<file path="config.mk">
export PLATFORM = sky130hd
export DESIGN_NAME = epoch_seconds_to_civil_date_core_flat
export DESIGN_NICKNAME = d
export VERILOG_FILES = /design/src/hw/rtl/es2cd_pkg.sv /design/src/hw/rtl/es2cd_if.sv /design/src/hw/rtl/es2cd_seq.sv /design/src/hw/rtl/epoch_seconds_to_civil_date_core.sv /design/src/flat_wrapper.sv
export SDC_FILE = /design/constraint.sdc
export NUM_CORES = 2
export LEC_CHECK = 0
export ABC_CLOCK_PERIOD_IN_PS = 8200
export BUFFER_PORTS_ARGS = -buffer_cell sky130_fd_sc_hd__buf_2
export CAP_MARGIN = 20
export CORE_MARGIN = 4
export CORE_UTILIZATION = 32
export DETAILED_ROUTE_END_ITERATION = 16
export PLACE_DENSITY_LB_ADDON = 0.25
export SLEW_MARGIN = 40
export SYNTH_ARGS = -nofsm -noshare
export SYNTH_HDL_FRONTEND = slang
export SYNTH_SLANG_ARGS = --single-unit
</file>
<file path="constraint.sdc">
create_clock -name clk -period 8.2 [get_ports clk]
set_input_delay 1.64 -clock clk [delete_from_list [all_inputs] [get_ports clk]]
set_output_delay 1.64 -clock clk [all_outputs]
set_load 0.01 [all_outputs]
</file>
<file path="src/hw/rtl/es2cd_pkg.sv">
// es2cd_pkg: constants, microcode word format and control store for the
// epoch seconds to civil date converter; used by es2cd_seq and the core in hw/rtl
package es2cd_pkg;

  localparam int PC_W   = 4;
  localparam int K_W    = 4;
  localparam int QUO_W  = 16;
  localparam int DAYS_W = 16;

  // calendar constants
  localparam logic [16:0] SECS_PER_DAY  = 17'd86400;
  localparam logic [16:0] SECS_PER_HOUR = 17'd3600;
  localparam logic [16:0] SECS_PER_MIN  = 17'd60;
  localparam logic signed [17:0] ZONE_STEP = 18'sd3600;
  localparam logic [11:0] BASE_YEAR     = 12'd1970;
  // only century year in range that is not a leap year (2000 is one)
  localparam logic [11:0] NONLEAP_CENTURY = 12'd2100;
  localparam logic [8:0]  YEAR_LEN      = 9'd365;
  localparam logic [8:0]  LEAP_YEAR_LEN = 9'd366;
  localparam logic [4:0]  LEAP_FEB_LEN  = 5'd29;
  localparam logic [3:0]  FEB           = 4'd1;
  localparam logic [3:0]  LAST_MONTH    = 4'd11;

  // rounded-up reciprocals, exact over the operand ranges used:
  // day  : (count >> 7) * RECIP_DAY  >> 35, i.e. / 675 after / 128
  // hour : (rem >> 4)   * RECIP_HOUR >> 21, i.e. / 225 after / 16
  // min  : (rem >> 2)   * RECIP_MIN  >> 14, i.e. / 15 after / 4
  localparam logic [25:0] RECIP_DAY  = 26'd50903317;
  localparam logic [25:0] RECIP_HOUR = 26'd9321;
  localparam logic [25:0] RECIP_MIN  = 26'd1093;

  // microcode operations
  localparam logic [3:0] OP_IDLE  = 4'd0;
  localparam logic [3:0] OP_ADJ   = 4'd1;
  localparam logic [3:0] OP_DIV   = 4'd2;
  localparam logic [3:0] OP_MOV   = 4'd3;
  localparam logic [3:0] OP_YEAR  = 4'd4;
  localparam logic [3:0] OP_MONTH = 4'd5;
  localparam logic [3:0] OP_DONE  = 4'd6;

  // divisor / destination select
  localparam logic [1:0] SEL_DAY  = 2'd0;
  localparam logic [1:0] SEL_HOUR = 2'd1;
  localparam logic [1:0] SEL_MIN  = 2'd2;

  typedef struct packed {
    logic [3:0]      op;
    logic [1:0]      dsel;
    logic [K_W-1:0]  iters;
    logic            jmp;
    logic [PC_W-1:0] target;
  } ucode_t;

  typedef struct packed {
    logic [3:0]     op;
    logic [1:0]     dsel;
    logic [K_W-1:0] k;
  } seq_ctrl_t;

  // control store: a step advances (or jumps) when its go condition holds,
  // otherwise it repeats with the iteration counter counting down
  function automatic ucode_t ucode_rom(input logic [PC_W-1:0] addr);
    ucode_t w;
    w = '{op: OP_IDLE, dsel: SEL_DAY, iters: 4'd0, jmp: 1'b0, target: 4'd0};
    case (addr)
      4'd0:  w = '{op: OP_IDLE,  dsel: SEL_DAY,  iters: 4'd0,  jmp: 1'b0, target: 4'd0};
      4'd1:  w = '{op: OP_ADJ,   dsel: SEL_DAY,  iters: 4'd0,  jmp: 1'b0, target: 4'd0};
      4'd2:  w = '{op: OP_DIV,   dsel: SEL_DAY,  iters: 4'd0,  jmp: 1'b0, target: 4'd0};
      4'd3:  w = '{op: OP_MOV,   dsel: SEL_DAY,  iters: 4'd0,  jmp: 1'b0, target: 4'd0};
      4'd4:  w = '{op: OP_DIV,   dsel: SEL_HOUR, iters: 4'd0,  jmp: 1'b0, target: 4'd0};
      4'd5:  w = '{op: OP_MOV,   dsel: SEL_HOUR, iters: 4'd0,  jmp: 1'b0, target: 4'd0};
      4'd6:  w = '{op: OP_DIV,   dsel: SEL_MIN,  iters: 4'd0,  jmp: 1'b0, target: 4'd0};
      4'd7:  w = '{op: OP_MOV,   dsel: SEL_MIN,  iters: 4'd0,  jmp: 1'b0, target: 4'd0};
      4'd8:  w = '{op: OP_YEAR,  dsel: SEL_DAY,  iters: 4'd0,  jmp: 1'b0, target: 4'd0};
      4'd9:  w = '{op: OP_MONTH, dsel: SEL_DAY,  iters: 4'd0,  jmp: 1'b0, target: 4'd0};
      4'd10: w = '{op: OP_DONE,  dsel: SEL_DAY,  iters: 4'd0,  jmp: 1'b1, target: 4'd0};
      default: w = '{op: OP_IDLE, dsel: SEL_DAY, iters: 4'd0, jmp: 1'b1, target: 4'd0};
    endcase
    return w;
  endfunction

  function automatic logic is_leap(input logic [11:0] y);
    return (y[1:0] == 2'b00) && (y != NONLEAP_CENTURY);
  endfunction

  function automatic logic [4:0] month_len(input logic [3:0] m, input logic leap);
    logic [4:0] len;
    case (m)
      4'd0, 4'd2, 4'd4, 4'd6, 4'd7, 4'd9, 4'd11: len = 5'd31;
      4'd3, 4'd5, 4'd8, 4'd10:                   len = 5'd30;
      4'd1:                                      len = leap ? LEAP_FEB_LEN : 5'd28;
      default:                                   len = 5'd31;
    endcase
    return len;
  endfunction

endpackage

</file>
<file path="src/hw/rtl/es2cd_if.sv">
// es2cd_if: valid/ready channel interfaces for the request (epoch seconds)
// and the response (civil date and time); no dependencies
interface es2cd_req_if;
  logic        valid;
  logic        ready;
  logic [31:0] epoch_seconds;

  modport src (output valid, output epoch_seconds, input ready);
  modport snk (input valid, input epoch_seconds, output ready);
endinterface

interface es2cd_rsp_if;
  logic        valid;
  logic        ready;
  logic [11:0] year;
  logic [3:0]  month;
  logic [4:0]  day_of_month;
  logic [4:0]  hour;
  logic [5:0]  minute;
  logic [5:0]  second;

  modport src (output valid, output year, output month, output day_of_month,
               output hour, output minute, output second, input ready);
  modport snk (input valid, input year, input month, input day_of_month,
               input hour, input minute, input second, output ready);
endinterface

</file>
<file path="src/hw/rtl/es2cd_seq.sv">
// es2cd_seq: microcode sequencer, step counter plus iteration counter
// depends on es2cd_pkg (control store and word formats)
module es2cd_seq (
  input  logic                  clk,
  input  logic                  rst,
  input  logic                  go,
  output es2cd_pkg::seq_ctrl_t  ctrl
);

  logic [es2cd_pkg::PC_W-1:0] pc;
  logic [es2cd_pkg::PC_W-1:0] pc_next;
  logic [es2cd_pkg::K_W-1:0]  k;
  logic [es2cd_pkg::K_W-1:0]  k_next;
  es2cd_pkg::ucode_t          word;
  es2cd_pkg::ucode_t          nword;

  always_comb begin
    word    = es2cd_pkg::ucode_rom(pc);
    pc_next = pc;
    if (go) begin
      pc_next = word.jmp ? word.target : pc + 4'd1;
    end
    nword = es2cd_pkg::ucode_rom(pc_next);
    // iteration count loads on entry to a step, counts down while it repeats
    k_next = go ? nword.iters : k - 4'd1;
  end

  always_ff @(posedge clk) begin
    if (rst) begin
      pc <= '0;
      k  <= '0;
    end else begin
      pc <= pc_next;
      k  <= k_next;
    end
  end

  assign ctrl.op   = word.op;
  assign ctrl.dsel = word.dsel;
  assign ctrl.k    = k;

endmodule

</file>
<file path="src/hw/rtl/epoch_seconds_to_civil_date_core.sv">
// epoch_seconds_to_civil_date_core: after the request transfer, the sequencer runs
// adjust, then divide and move for days, hours and minutes, then the year walk and
// the month walk, and the done step loads the response; a response still held
// stalls the done step. One request at a time: the next is taken in the idle step
// after the result is loaded into the output register.
// rst (synchronous) clears the zone offset to 0, the sequencer and response valid
module epoch_seconds_to_civil_date_core (
  input  logic               clk,
  input  logic               rst,
  es2cd_req_if.snk           req,
  es2cd_rsp_if.src           rsp,
  input  logic               psel,
  input  logic               penable,
  input  logic               pwrite,
  input  logic [2:0]         paddr,
  input  logic [31:0]        pwdata,
  output logic [31:0]        prdata,
  output logic               pready
);

  // configuration register
  logic signed [4:0] zone;

  // datapath registers
  logic [31:0]                  epoch;
  logic [31:0]                  rem;
  logic [es2cd_pkg::QUO_W-1:0]  quo;
  logic [es2cd_pkg::DAYS_W-1:0] days;
  logic [11:0]                  year;
  logic [3:0]                   month;
  logic [4:0]                   hour;
  logic [5:0]                   minute;
  logic [5:0]                   second;

  es2cd_pkg::seq_ctrl_t ctrl;
  logic                 go;

  // combinational helpers
  logic signed [17:0]          zone_ext;
  logic signed [17:0]          zone_secs;
  logic [33:0]                 adj;
  logic [31:0]                 adj_sat;
  logic [16:0]                 divisor;
  logic [24:0]                 mul_a;
  logic [25:0]                 mul_b;
  logic [50:0]                 prod;
  logic [es2cd_pkg::QUO_W-1:0] quo_calc;
  logic [32:0]                 back;
  logic [31:0]                 rem_low;
  logic                        leap;
  logic [8:0]                  ylen;
  logic [4:0]                  mlen;

  es2cd_seq u_seq (
    .clk  (clk),
    .rst  (rst),
    .go   (go),
    .ctrl (ctrl)
  );

  // apb register port, write decode on the word address
  assign pready = 1'b1;
  assign prdata = {27'd0, zone};

  always_ff @(posedge clk) begin
    if (rst) begin
      zone <= '0;
    end else if (psel && penable && pwrite && pready && (paddr[2] == 1'b0)) begin
      zone <= pwdata[4:0];
    end
  end

  // request channel is open only while the sequencer sits in its idle step
  assign req.ready = !rst && (ctrl.op == es2cd_pkg::OP_IDLE);

  always_comb begin
    // zone offset in seconds, then saturate the adjusted count to 32 bits
    zone_ext  = {{13{zone[4]}}, zone};
    zone_secs = zone_ext * es2cd_pkg::ZONE_STEP;
    adj       = {2'b00, epoch} + {{16{zone_secs[17]}}, zone_secs};
    if (adj[33]) begin
      adj_sat = '0;
    end else if (adj[32]) begin
      adj_sat = '1;
    end else begin
      adj_sat = adj[31:0];
    end

    // quotient by reciprocal multiplication, the low factor of the divisor
    // (a power of two) comes off as a shift first
    case (ctrl.dsel)
      es2cd_pkg::SEL_HOUR: begin
        divisor = es2cd_pkg::SECS_PER_HOUR;
        mul_a   = {12'd0, rem[16:4]};
        mul_b   = es2cd_pkg::RECIP_HOUR;
      end
      es2cd_pkg::SEL_MIN: begin
        divisor = es2cd_pkg::SECS_PER_MIN;
        mul_a   = {15'd0, rem[11:2]};
        mul_b   = es2cd_pkg::RECIP_MIN;
      end
      default: begin
        divisor = es2cd_pkg::SECS_PER_DAY;
        mul_a   = rem[31:7];
        mul_b   = es2cd_pkg::RECIP_DAY;
      end
    endcase
    prod = mul_a * mul_b;
    case (ctrl.dsel)
      es2cd_pkg::SEL_HOUR: quo_calc = prod[36:21];
      es2cd_pkg::SEL_MIN:  quo_calc = prod[29:14];
      default:             quo_calc = prod[50:35];
    endcase

    // remainder from the registered quotient
    back    = quo * divisor;
    rem_low = rem - back[31:0];

    // year and month lengths
    leap = es2cd_pkg::is_leap(year);
    ylen = leap ? es2cd_pkg::LEAP_YEAR_LEN : es2cd_pkg::YEAR_LEN;
    mlen = es2cd_pkg::month_len(month, leap);
  end

  // go: the current step is finished (or, for idle, a request arrives)
  always_comb begin
    unique case (ctrl.op)
      es2cd_pkg::OP_IDLE:  go = req.valid;
      es2cd_pkg::OP_ADJ:   go = 1'b1;
      es2cd_pkg::OP_DIV:   go = (ctrl.k == '0);
      es2cd_pkg::OP_MOV:   go = 1'b1;
      es2cd_pkg::OP_YEAR:  go = (days < {7'd0, ylen});
      es2cd_pkg::OP_MONTH: go = (month == es2cd_pkg::LAST_MONTH) || (days < {11'd0, mlen});
      es2cd_pkg::OP_DONE:  go = !rsp.valid || rsp.ready;
      default:             go = 1'b0;
    endcase
  end

  // datapath, driven by the current control word
  always_ff @(posedge clk) begin
    case (ctrl.op)
      es2cd_pkg::OP_IDLE: begin
        if (req.valid) begin
          epoch <= req.epoch_seconds;
        end
      end
      es2cd_pkg::OP_ADJ: begin
        rem <= adj_sat;
      end
      es2cd_pkg::OP_DIV: begin
        quo <= quo_calc;
      end
      es2cd_pkg::OP_MOV: begin
        case (ctrl.dsel)
          es2cd_pkg::SEL_HOUR: begin
            hour <= quo[4:0];
            rem  <= rem_low;
          end
          es2cd_pkg::SEL_MIN: begin
            // remainder after minutes is the second of the minute
            minute <= quo[5:0];
            second <= rem_low[5:0];
            year   <= es2cd_pkg::BASE_YEAR;
            month  <= '0;
          end
          default: begin
            days <= quo;
            rem  <= rem_low;
          end
        endcase
      end
      es2cd_pkg::OP_YEAR: begin
        if (!go) begin
          days <= days - {7'd0, ylen};
          year <= year + 12'd1;
        end
      end
      es2cd_pkg::OP_MONTH: begin
        if (!go) begin
          days  <= days - {11'd0, mlen};
          month <= month + 4'd1;
        end
      end
      default: begin
      end
    endcase
  end

  // response register, loaded at the final step
  always_ff @(posedge clk) begin
    if (rst) begin
      rsp.valid <= 1'b0;
    end else if ((ctrl.op == es2cd_pkg::OP_DONE) && go) begin
      rsp.valid <= 1'b1;
    end else if (rsp.ready) begin
      rsp.valid <= 1'b0;
    end
  end

  always_ff @(posedge clk) begin
    if ((ctrl.op == es2cd_pkg::OP_DONE) && go) begin
      rsp.year         <= year;
      rsp.month        <= month + 4'd1;
      rsp.day_of_month <= days[4:0] + 5'd1;
      rsp.hour         <= hour;
      rsp.minute       <= minute;
      rsp.second       <= second;
    end
  end

endmodule
</file>
<file path="src/flat_wrapper.sv">
// flat-port wrapper written by rule: the top's interface ports become plain ports
module epoch_seconds_to_civil_date_core_flat 
  (clk, rst, psel, penable, pwrite, paddr, pwdata, prdata, pready, req_valid, req_epoch_seconds, req_ready, rsp_valid, rsp_year, rsp_month, rsp_day_of_month, rsp_hour, rsp_minute, rsp_second, rsp_ready);
  es2cd_req_if req_i ();
  es2cd_rsp_if rsp_i ();
  input  logic clk;
  input  logic rst;
  input  logic psel;
  input  logic penable;
  input  logic pwrite;
  input  logic [2:0] paddr;
  input  logic [31:0] pwdata;
  output logic [31:0] prdata;
  output logic pready;
  input wire logic [$bits(req_i.valid)-1:0] req_valid;
  input wire logic [$bits(req_i.epoch_seconds)-1:0] req_epoch_seconds;
  output wire logic [$bits(req_i.ready)-1:0] req_ready;
  output wire logic [$bits(rsp_i.valid)-1:0] rsp_valid;
  output wire logic [$bits(rsp_i.year)-1:0] rsp_year;
  output wire logic [$bits(rsp_i.month)-1:0] rsp_month;
  output wire logic [$bits(rsp_i.day_of_month)-1:0] rsp_day_of_month;
  output wire logic [$bits(rsp_i.hour)-1:0] rsp_hour;
  output wire logic [$bits(rsp_i.minute)-1:0] rsp_minute;
  output wire logic [$bits(rsp_i.second)-1:0] rsp_second;
  input wire logic [$bits(rsp_i.ready)-1:0] rsp_ready;
  assign req_i.valid = req_valid;
  assign req_i.epoch_seconds = req_epoch_seconds;
  assign req_ready = req_i.ready;
  assign rsp_valid = rsp_i.valid;
  assign rsp_year = rsp_i.year;
  assign rsp_month = rsp_i.month;
  assign rsp_day_of_month = rsp_i.day_of_month;
  assign rsp_hour = rsp_i.hour;
  assign rsp_minute = rsp_i.minute;
  assign rsp_second = rsp_i.second;
  assign rsp_i.ready = rsp_ready;
  epoch_seconds_to_civil_date_core u_core (.clk(clk), .rst(rst), .req(req_i), .rsp(rsp_i), .psel(psel), .penable(penable), .pwrite(pwrite), .paddr(paddr), .pwdata(pwdata), .prdata(prdata), .pready(pready));
endmodule
</file>
After elaboration in Yosys (flattened, before gate mapping)
Memory sizes are Yosys's and may differ from the RTL's. A register that Yosys moved wholly into a read port is not among the register bits.
Cells that the tools add are included.
{ "word_totals": {"register_bits": 181, "wordCells": 111, "mem_count": 1, "mem_bits_ro": 96} }
{ "mem_list": {"columns": ["memory", "words", "width", "read_ports", "rd_clocked_by_memory_dff", "write_ports", "line_no", "source"], "rows": [
  ["(no name shown)", 16, 6, 1, 1, 0, "es2cd_pkg.sv:65", "case (addr)"]
]} }
{ "classes": {"n_reduce_logical": 28, "n_bitwise": 1, "eq_ne": 20, "multipliers": 3, "n_mux": 28, "n_lt_le_gt_ge": 2, "add_sub_neg": 9} }
{ "op_table": {"columns": ["op", "n"], "rows": [
  ["$mux W32", 3],
  ["$pmux W32 S2", 1],
  ["$pmux W26 S2", 1],
  ["$mul A25 B26 Y51", 1],
  ["$pmux W25 S2", 1],
  ["$mux W16", 3],
  ["$pmux W16 S3", 1],
  ["$add A33 B18 Y34", 1],
  ["$pmux W17 S2", 1],
  ["$mul A16 B17 Y32", 1],
  ["$pmux W16 S2", 1],
  ["$sub A32 B32 Y32", 1],
  ["$mux W12", 2],
  ["$mux W4", 6],
  ["$pmux W12 S2", 1],
  ["$eq A4 B3 Y1 const B", 4],
  ["$lt A16 B5 Y1", 1],
  ["$lt A16 B9 Y1", 1],
  ["$sub A16 B5 Y16", 1],
  ["$sub A16 B9 Y16", 1],
  ["$mul A5 B9 Y14 const B", 1],
  ["$add A12 B1 Y12 const B", 1],
  ["$eq A4 B2 Y1 const B", 3],
  ["$eq A4 B4 Y1 const B", 3],
  ["other kinds (27)", 50]
]} }

Logic depth before layout (Yosys ltp)
{ "depth": {"word_depth": 9, "mapped_depth": 34, "mapped_depth_nobuf": 34} }

Cells and area by module
A second synthesis with hierarchy kept.
{ "hier_totals": {"cells_unflattened": 3249, "area_unflattened_um2": 31169.9} }
{ "by_module_without_submodules": {"columns": ["mod", "cells_each", "n_inst", "area_per_inst_um2"], "rows": [
  ["epoch_seconds_to_civil_date_core", 3191, 1, 30538.0],
  ["es2cd_seq", 58, 1, 631.9]
]} }

Worst setup path before layout
OpenSTA, ideal clock, no wires.
{ "synth_timing": {"path_kind": "flip-flop to flip-flop", "from": "register, netlist name u_core.u_seq.word[9]", "to": "register u_core.quo[9] (netlist name) (data pin)", "setup_time_ns": 0.270, "slack_ns": 0.045, "required_ns": 7.930, "t_arrival_ns": 7.886, "period_less_slack_ns": 8.155, "path_stages_with_launch": 33, "path_cell_list": "dfxtp_1 -> inv_1 -> ha_1 -> buf_2 -> clkbuf_1 -> clkbuf_1 -> buf_1 -> nand2_1 -> inv_1 -> fa_1 -> fa_1 -> inv_1 -> fa_1 -> inv_1 -> fa_1 -> inv_1 -> fa_1 -> inv_1 -> fa_1 -> inv_1 -> fa_1 -> inv_1 -> ha_1 -> and3_1 -> and3_1 -> a22oi_1 -> a21oi_1 -> a2111oi_2 -> o21ai_1 -> a41oi_1 -> o21ai_1 -> xnor2_1 -> o21ai_0"} }
{ "synth_via": {"elab_chain_cells": 4} }
{ "synth_rtl": {"columns": ["element", "line_no", "source"], "rows": [
  ["$eq A2 B2 Y1 / $eq A2 B1 Y1 (equally long branches)", "epoch_seconds_to_civil_date_core.sv:91, epoch_seconds_to_civil_date_core.sv:109", null],
  ["$pmux W25 S2 / $pmux W26 S2 (equally long branches)", "epoch_seconds_to_civil_date_core.sv:91", "case (ctrl.dsel)"],
  ["$mul A25 B26 Y51", "epoch_seconds_to_civil_date_core.sv:108", "prod = mul_a * mul_b;"],
  ["$pmux W16 S2 (*)", "epoch_seconds_to_civil_date_core.sv:109", "case (ctrl.dsel)"],
  ["named net u_core.quo_calc, one bit", "epoch_seconds_to_civil_date_core.sv:47", "logic [es2cd_pkg::QUO_W-1:0] quo_calc;"],
  ["to (signal assigned)", "epoch_seconds_to_civil_date_core.sv:151", "quo <= quo_calc;"],
  ["to (decl)", "epoch_seconds_to_civil_date_core.sv:27", "logic [es2cd_pkg::QUO_W-1:0] quo;"]
]} }
Mark *: on every way through the listed nets, which the timed path passes. The rest lies on a longest branch.
A chain may end at the register's enable or synchronous reset.

Final worst setup path
{ "layout_timing": {"from": "register, netlist name u_core.u_seq.word[9]", "to": "register u_core.quo[4] (netlist name) (data pin)"} }
{ "layout_via": {"elab_chain_cells": 4} }
{ "layout_rtl": {"columns": ["element", "line_no"], "rows": [
  ["$eq A2 B2 Y1 / $eq A2 B1 Y1 (equally long branches)", "epoch_seconds_to_civil_date_core.sv:91, epoch_seconds_to_civil_date_core.sv:109"],
  ["$pmux W25 S2 / $pmux W26 S2 (equally long branches)", "epoch_seconds_to_civil_date_core.sv:91"],
  ["$mul A25 B26 Y51", "epoch_seconds_to_civil_date_core.sv:108"],
  ["$pmux W16 S2 (*)", "epoch_seconds_to_civil_date_core.sv:109"],
  ["named net u_core.quo_calc, one bit", "epoch_seconds_to_civil_date_core.sv:47"]
]} }
Marked as above.

==> results.yml <==
synth:
  synth_xor_area_share_pct: 3.83
  yosys.area_share.simple_pct: 8.48
  ys_seq_elements: 187
  synthArstFlopShare_pct: 0
  synth-main-ff-cell: "edfxtp_1"
  synth_area_mm2: 0.0307
  synth_edf_count: 167
  syn_area_per_cell_um2: 9.60
  synth_top_area_cell: "fa_1"
  yosysWarnings: 0
  synth_cell_types: 79
  synth_fa_ha_area_share_pct: 48.5
  ys_seq_area_share_pct: 17.7
  synth-compound-area-share_pct: 9.28
  synth_cells: 3195
  synth_top_area_share_pct: 28.5
  synth_top_family_by_area: "adder cells"
  synthMuxAreaShare_pct: 0.600
  yosys-top-cells-area: "fa_1, ha_1, edfxtp_1"
clock_network:
  cts_max_level: 4
  root_buffer: "clkbuf_16"
  clk_path_buf_depth: 2
  cts_hold_buf: 0
  clock_latency_ns: 0.52
  cts-buffers-inserted: 17
  path_clk_slew_ns: 0.08
  cts_num_sinks: 187
  cts_tree: "yes"
critical_path:
  crit_path_end_kind: "register"
  required_ns: 8.46
  start_kind: "register"
  crit_top_cell: "fa_1"
  critPathKind: "register to register"
  r2r_end: "u_core.quo[4]$_DFFE_PN_"
  reg2reg_from: "u_core.u_seq.word[9]$_SDFF_PP0_"
  path_max_fanout: 14
  cpPeakStageDelay_ns: 0.55
  crit_slowest_cell: "fa_1"
  ff2ff_setup_slack_ns: 0.24
  reg2regPathDepth: 28
  cp.arrival_ns: 8.22
floorplanning:
  die_x_um: 318
  ios: 147
  die_h_um: 318
  placementRows: 113
  core_mm2: 0.0950
  dieArea_mm2: 0.101
  initial_core_util_pct: 32.3
detailed_routing:
  num_vias: 21528
  ant_nets: 0
  first_iter_violations: 1082
  drc_errors: 0
  routedWlPerCell_um: 17.5
  drtPass1Iterations: 5
  drt_wl_total_mm: 81.9
  viasPerCell: 4.60
cells_and_area:
  utilization_pct: 36.1
  layout_commonest_cell: "inv_1"
  drive_gt1_share_pct: 9.61
  fin_nets: 4400
  areaGrowthSynthToFinish_pct: 11.9
  layout_common_cells: "inv_1, ha_1, fa_1, nand2_1, edfxtp_1"
sta:
  hold_viol: 0
  period_minus_slack_ns: 7.96
  fmax_mhz: 126
  drv_slew: 0
  setup_viol: 0
  fin_skew_ns: 0.0353
  period_share_pct: 97.1
  slew_headroom_pct: 43.3
  rsz0062_at_grt: "no"
  tightestPinTransition_ns: 0.848
min_path:
  holdPathEnd: "u_core.rsp.second[1]$_DFFE_PP_"
  min_path_type: "register to register"
  min_path_cells: 0
  min_from: "u_core.second[1]$_DFFE_PP_"
placement:
  post-dp-hpwl_mm: 71.9
  gp_congestion: 0.875
  port_buffers: 89
global_route:
  grt_first_pass_wirelength_mm: 129
  grt_max_degree: 40
  grt_use_total_pct: 16.6
  grt_pass1_vias: 22482
  antenna_found_initial: 1
  grt.overflow.total: 0
run:
  drv_cap: 0
outcome:
  outcome: "complete, no violations"
## what timing repair did
| action | CTS | global route |
|---|---|---|
| gates resized for setup | 2 | 42 |
| pin swaps | 0 | 4 |
| endpoints found under the setup margin | 5 | 16 |
| buffers inserted | 0 | 0 |
## worst max-delay path: cells and delay by family (launching register included)
family,cells,cell delay [ns]
adder cells (fa/ha/maj),9,3.85
AO/OA/AOI/OAI,8,2.08
buffers and inverters,8,0.85
AND/OR/NAND/NOR,2,0.41
flip-flops,1,0.37
XOR/XNOR,1,0.17
## worst max-delay path by stage
stage	start	to	slack [ns]	cells past startpoint
3_3_place_gp	u_core.u_seq.word[9]$_SDFF_PP0_	u_core.quo[2]$_DFFE_PN_	-0.11	33
2_1_floorplan	u_core.u_seq.word[9]$_SDFF_PP0_	u_core.quo[9]$_DFFE_PN_	0.04	32
3_5_place_dp	u_core.u_seq.word[9]$_SDFF_PP0_	u_core.quo[2]$_DFFE_PN_	-0.15	33
6_report	u_core.u_seq.word[9]$_SDFF_PP0_	u_core.quo[4]$_DFFE_PN_	0.24	28
5_1_grt	u_core.u_seq.word[9]$_SDFF_PP0_	u_core.quo[11]$_DFFE_PN_	0.005	33
4_1_cts	u_core.u_seq.word[9]$_SDFF_PP0_	u_core.quo[4]$_DFFE_PN_	0.006	31
## final cells by class
type                       instances  area (um^2)
clock buffer                      17          425
sequential                       187         5420
inverter                         820         3080
fill                            9833        60700
timing repair buffer             232         1570
antenna                            1         2.50
clock inverter                    15          206
multi-input combinational       2142        22000
tap                             1265         1580
## routing by layer
layer  global-route usage, %  share of wire, %  up-vias
li1                        -                 -    10518
met4                    4.97               2.8        0
met1                    22.2                45    10517
met5                       0                 0        -
met2                    27.7                47      416
met3                    2.75               4.6       77
## cells by family after synthesis
family	Yosys count
muxes	18
AOI/OAI and AO/OA	438
buffers and inverters	920
xor gates and xnor gates	134
DFF	187
and+or+nand+nor	570
other	2
adders and majority gates	926
## Yosys cell counts (10+ instances only)
library cell and number:
inv_1 819, a21oi_1 128, dfxtp_1 20, clkbuf_1 57
o22ai_1 27, nor2_1 173, a21o_1 52, o21bai_1 25
a22oi_1 12, nand3_1 33, nor3_1 14, nor2b_1 23
nand4_1 20, nand2_1 213, edfxtp_1 167, a31oi_1 13
xor2_1 47, mux2i_1 15, o21a_1 10, o21ai_1 12
and3_1 10, a221oi_1 13, xnor2_1 87, fa_1 437
o21ai_0 68, nand2b_1 19, buf_4 29, a211oi_1 13
ha_1 489, and2_1 22
## state kept, by name, indices dropped and copies added, names as in the netlist
name and cells:
u_core.days 16, u_core.epoch 32, u_core.hour 5, u_core.minute 6, u_core.month 4, u_core.quo 16
u_core.rem 32, u_core.rsp.day_of_month 5, u_core.rsp.hour 5, u_core.rsp.minute 6, u_core.rsp.month 4, u_core.rsp.second 6
u_core.rsp.valid 1, u_core.rsp.year 12, u_core.second 6, u_core.u_seq.k 4, u_core.u_seq.pc 4, u_core.u_seq.word 6
u_core.year 12, u_core.zone 5
## stage by stage
step / instances / hold WS (ns) / TNS (ns) / cell area (um^2) / setup slack [ns]
3_5_place_dp: 4646 / 0.405 / -0.276 / 33500 / -0.155
6_report: 4679 / 0.421 / 0 / 34300 / 0.238
5_1_grt: 4678 / 0.428 / 0 / 34300 / 0.00484
2_1_floorplan: 3249 / 0.400 / 0 / 30900 / 0.0449
3_3_place_gp: 4646 / 0.403 / -0.127 / 33500 / -0.109
4_1_cts: 4678 / 0.424 / 0 / 34200 / 0.00593
Power is left out: the tool's default activity adds up to more than one toggle a clock period on the data nets, which glitch-free logic cannot reach.
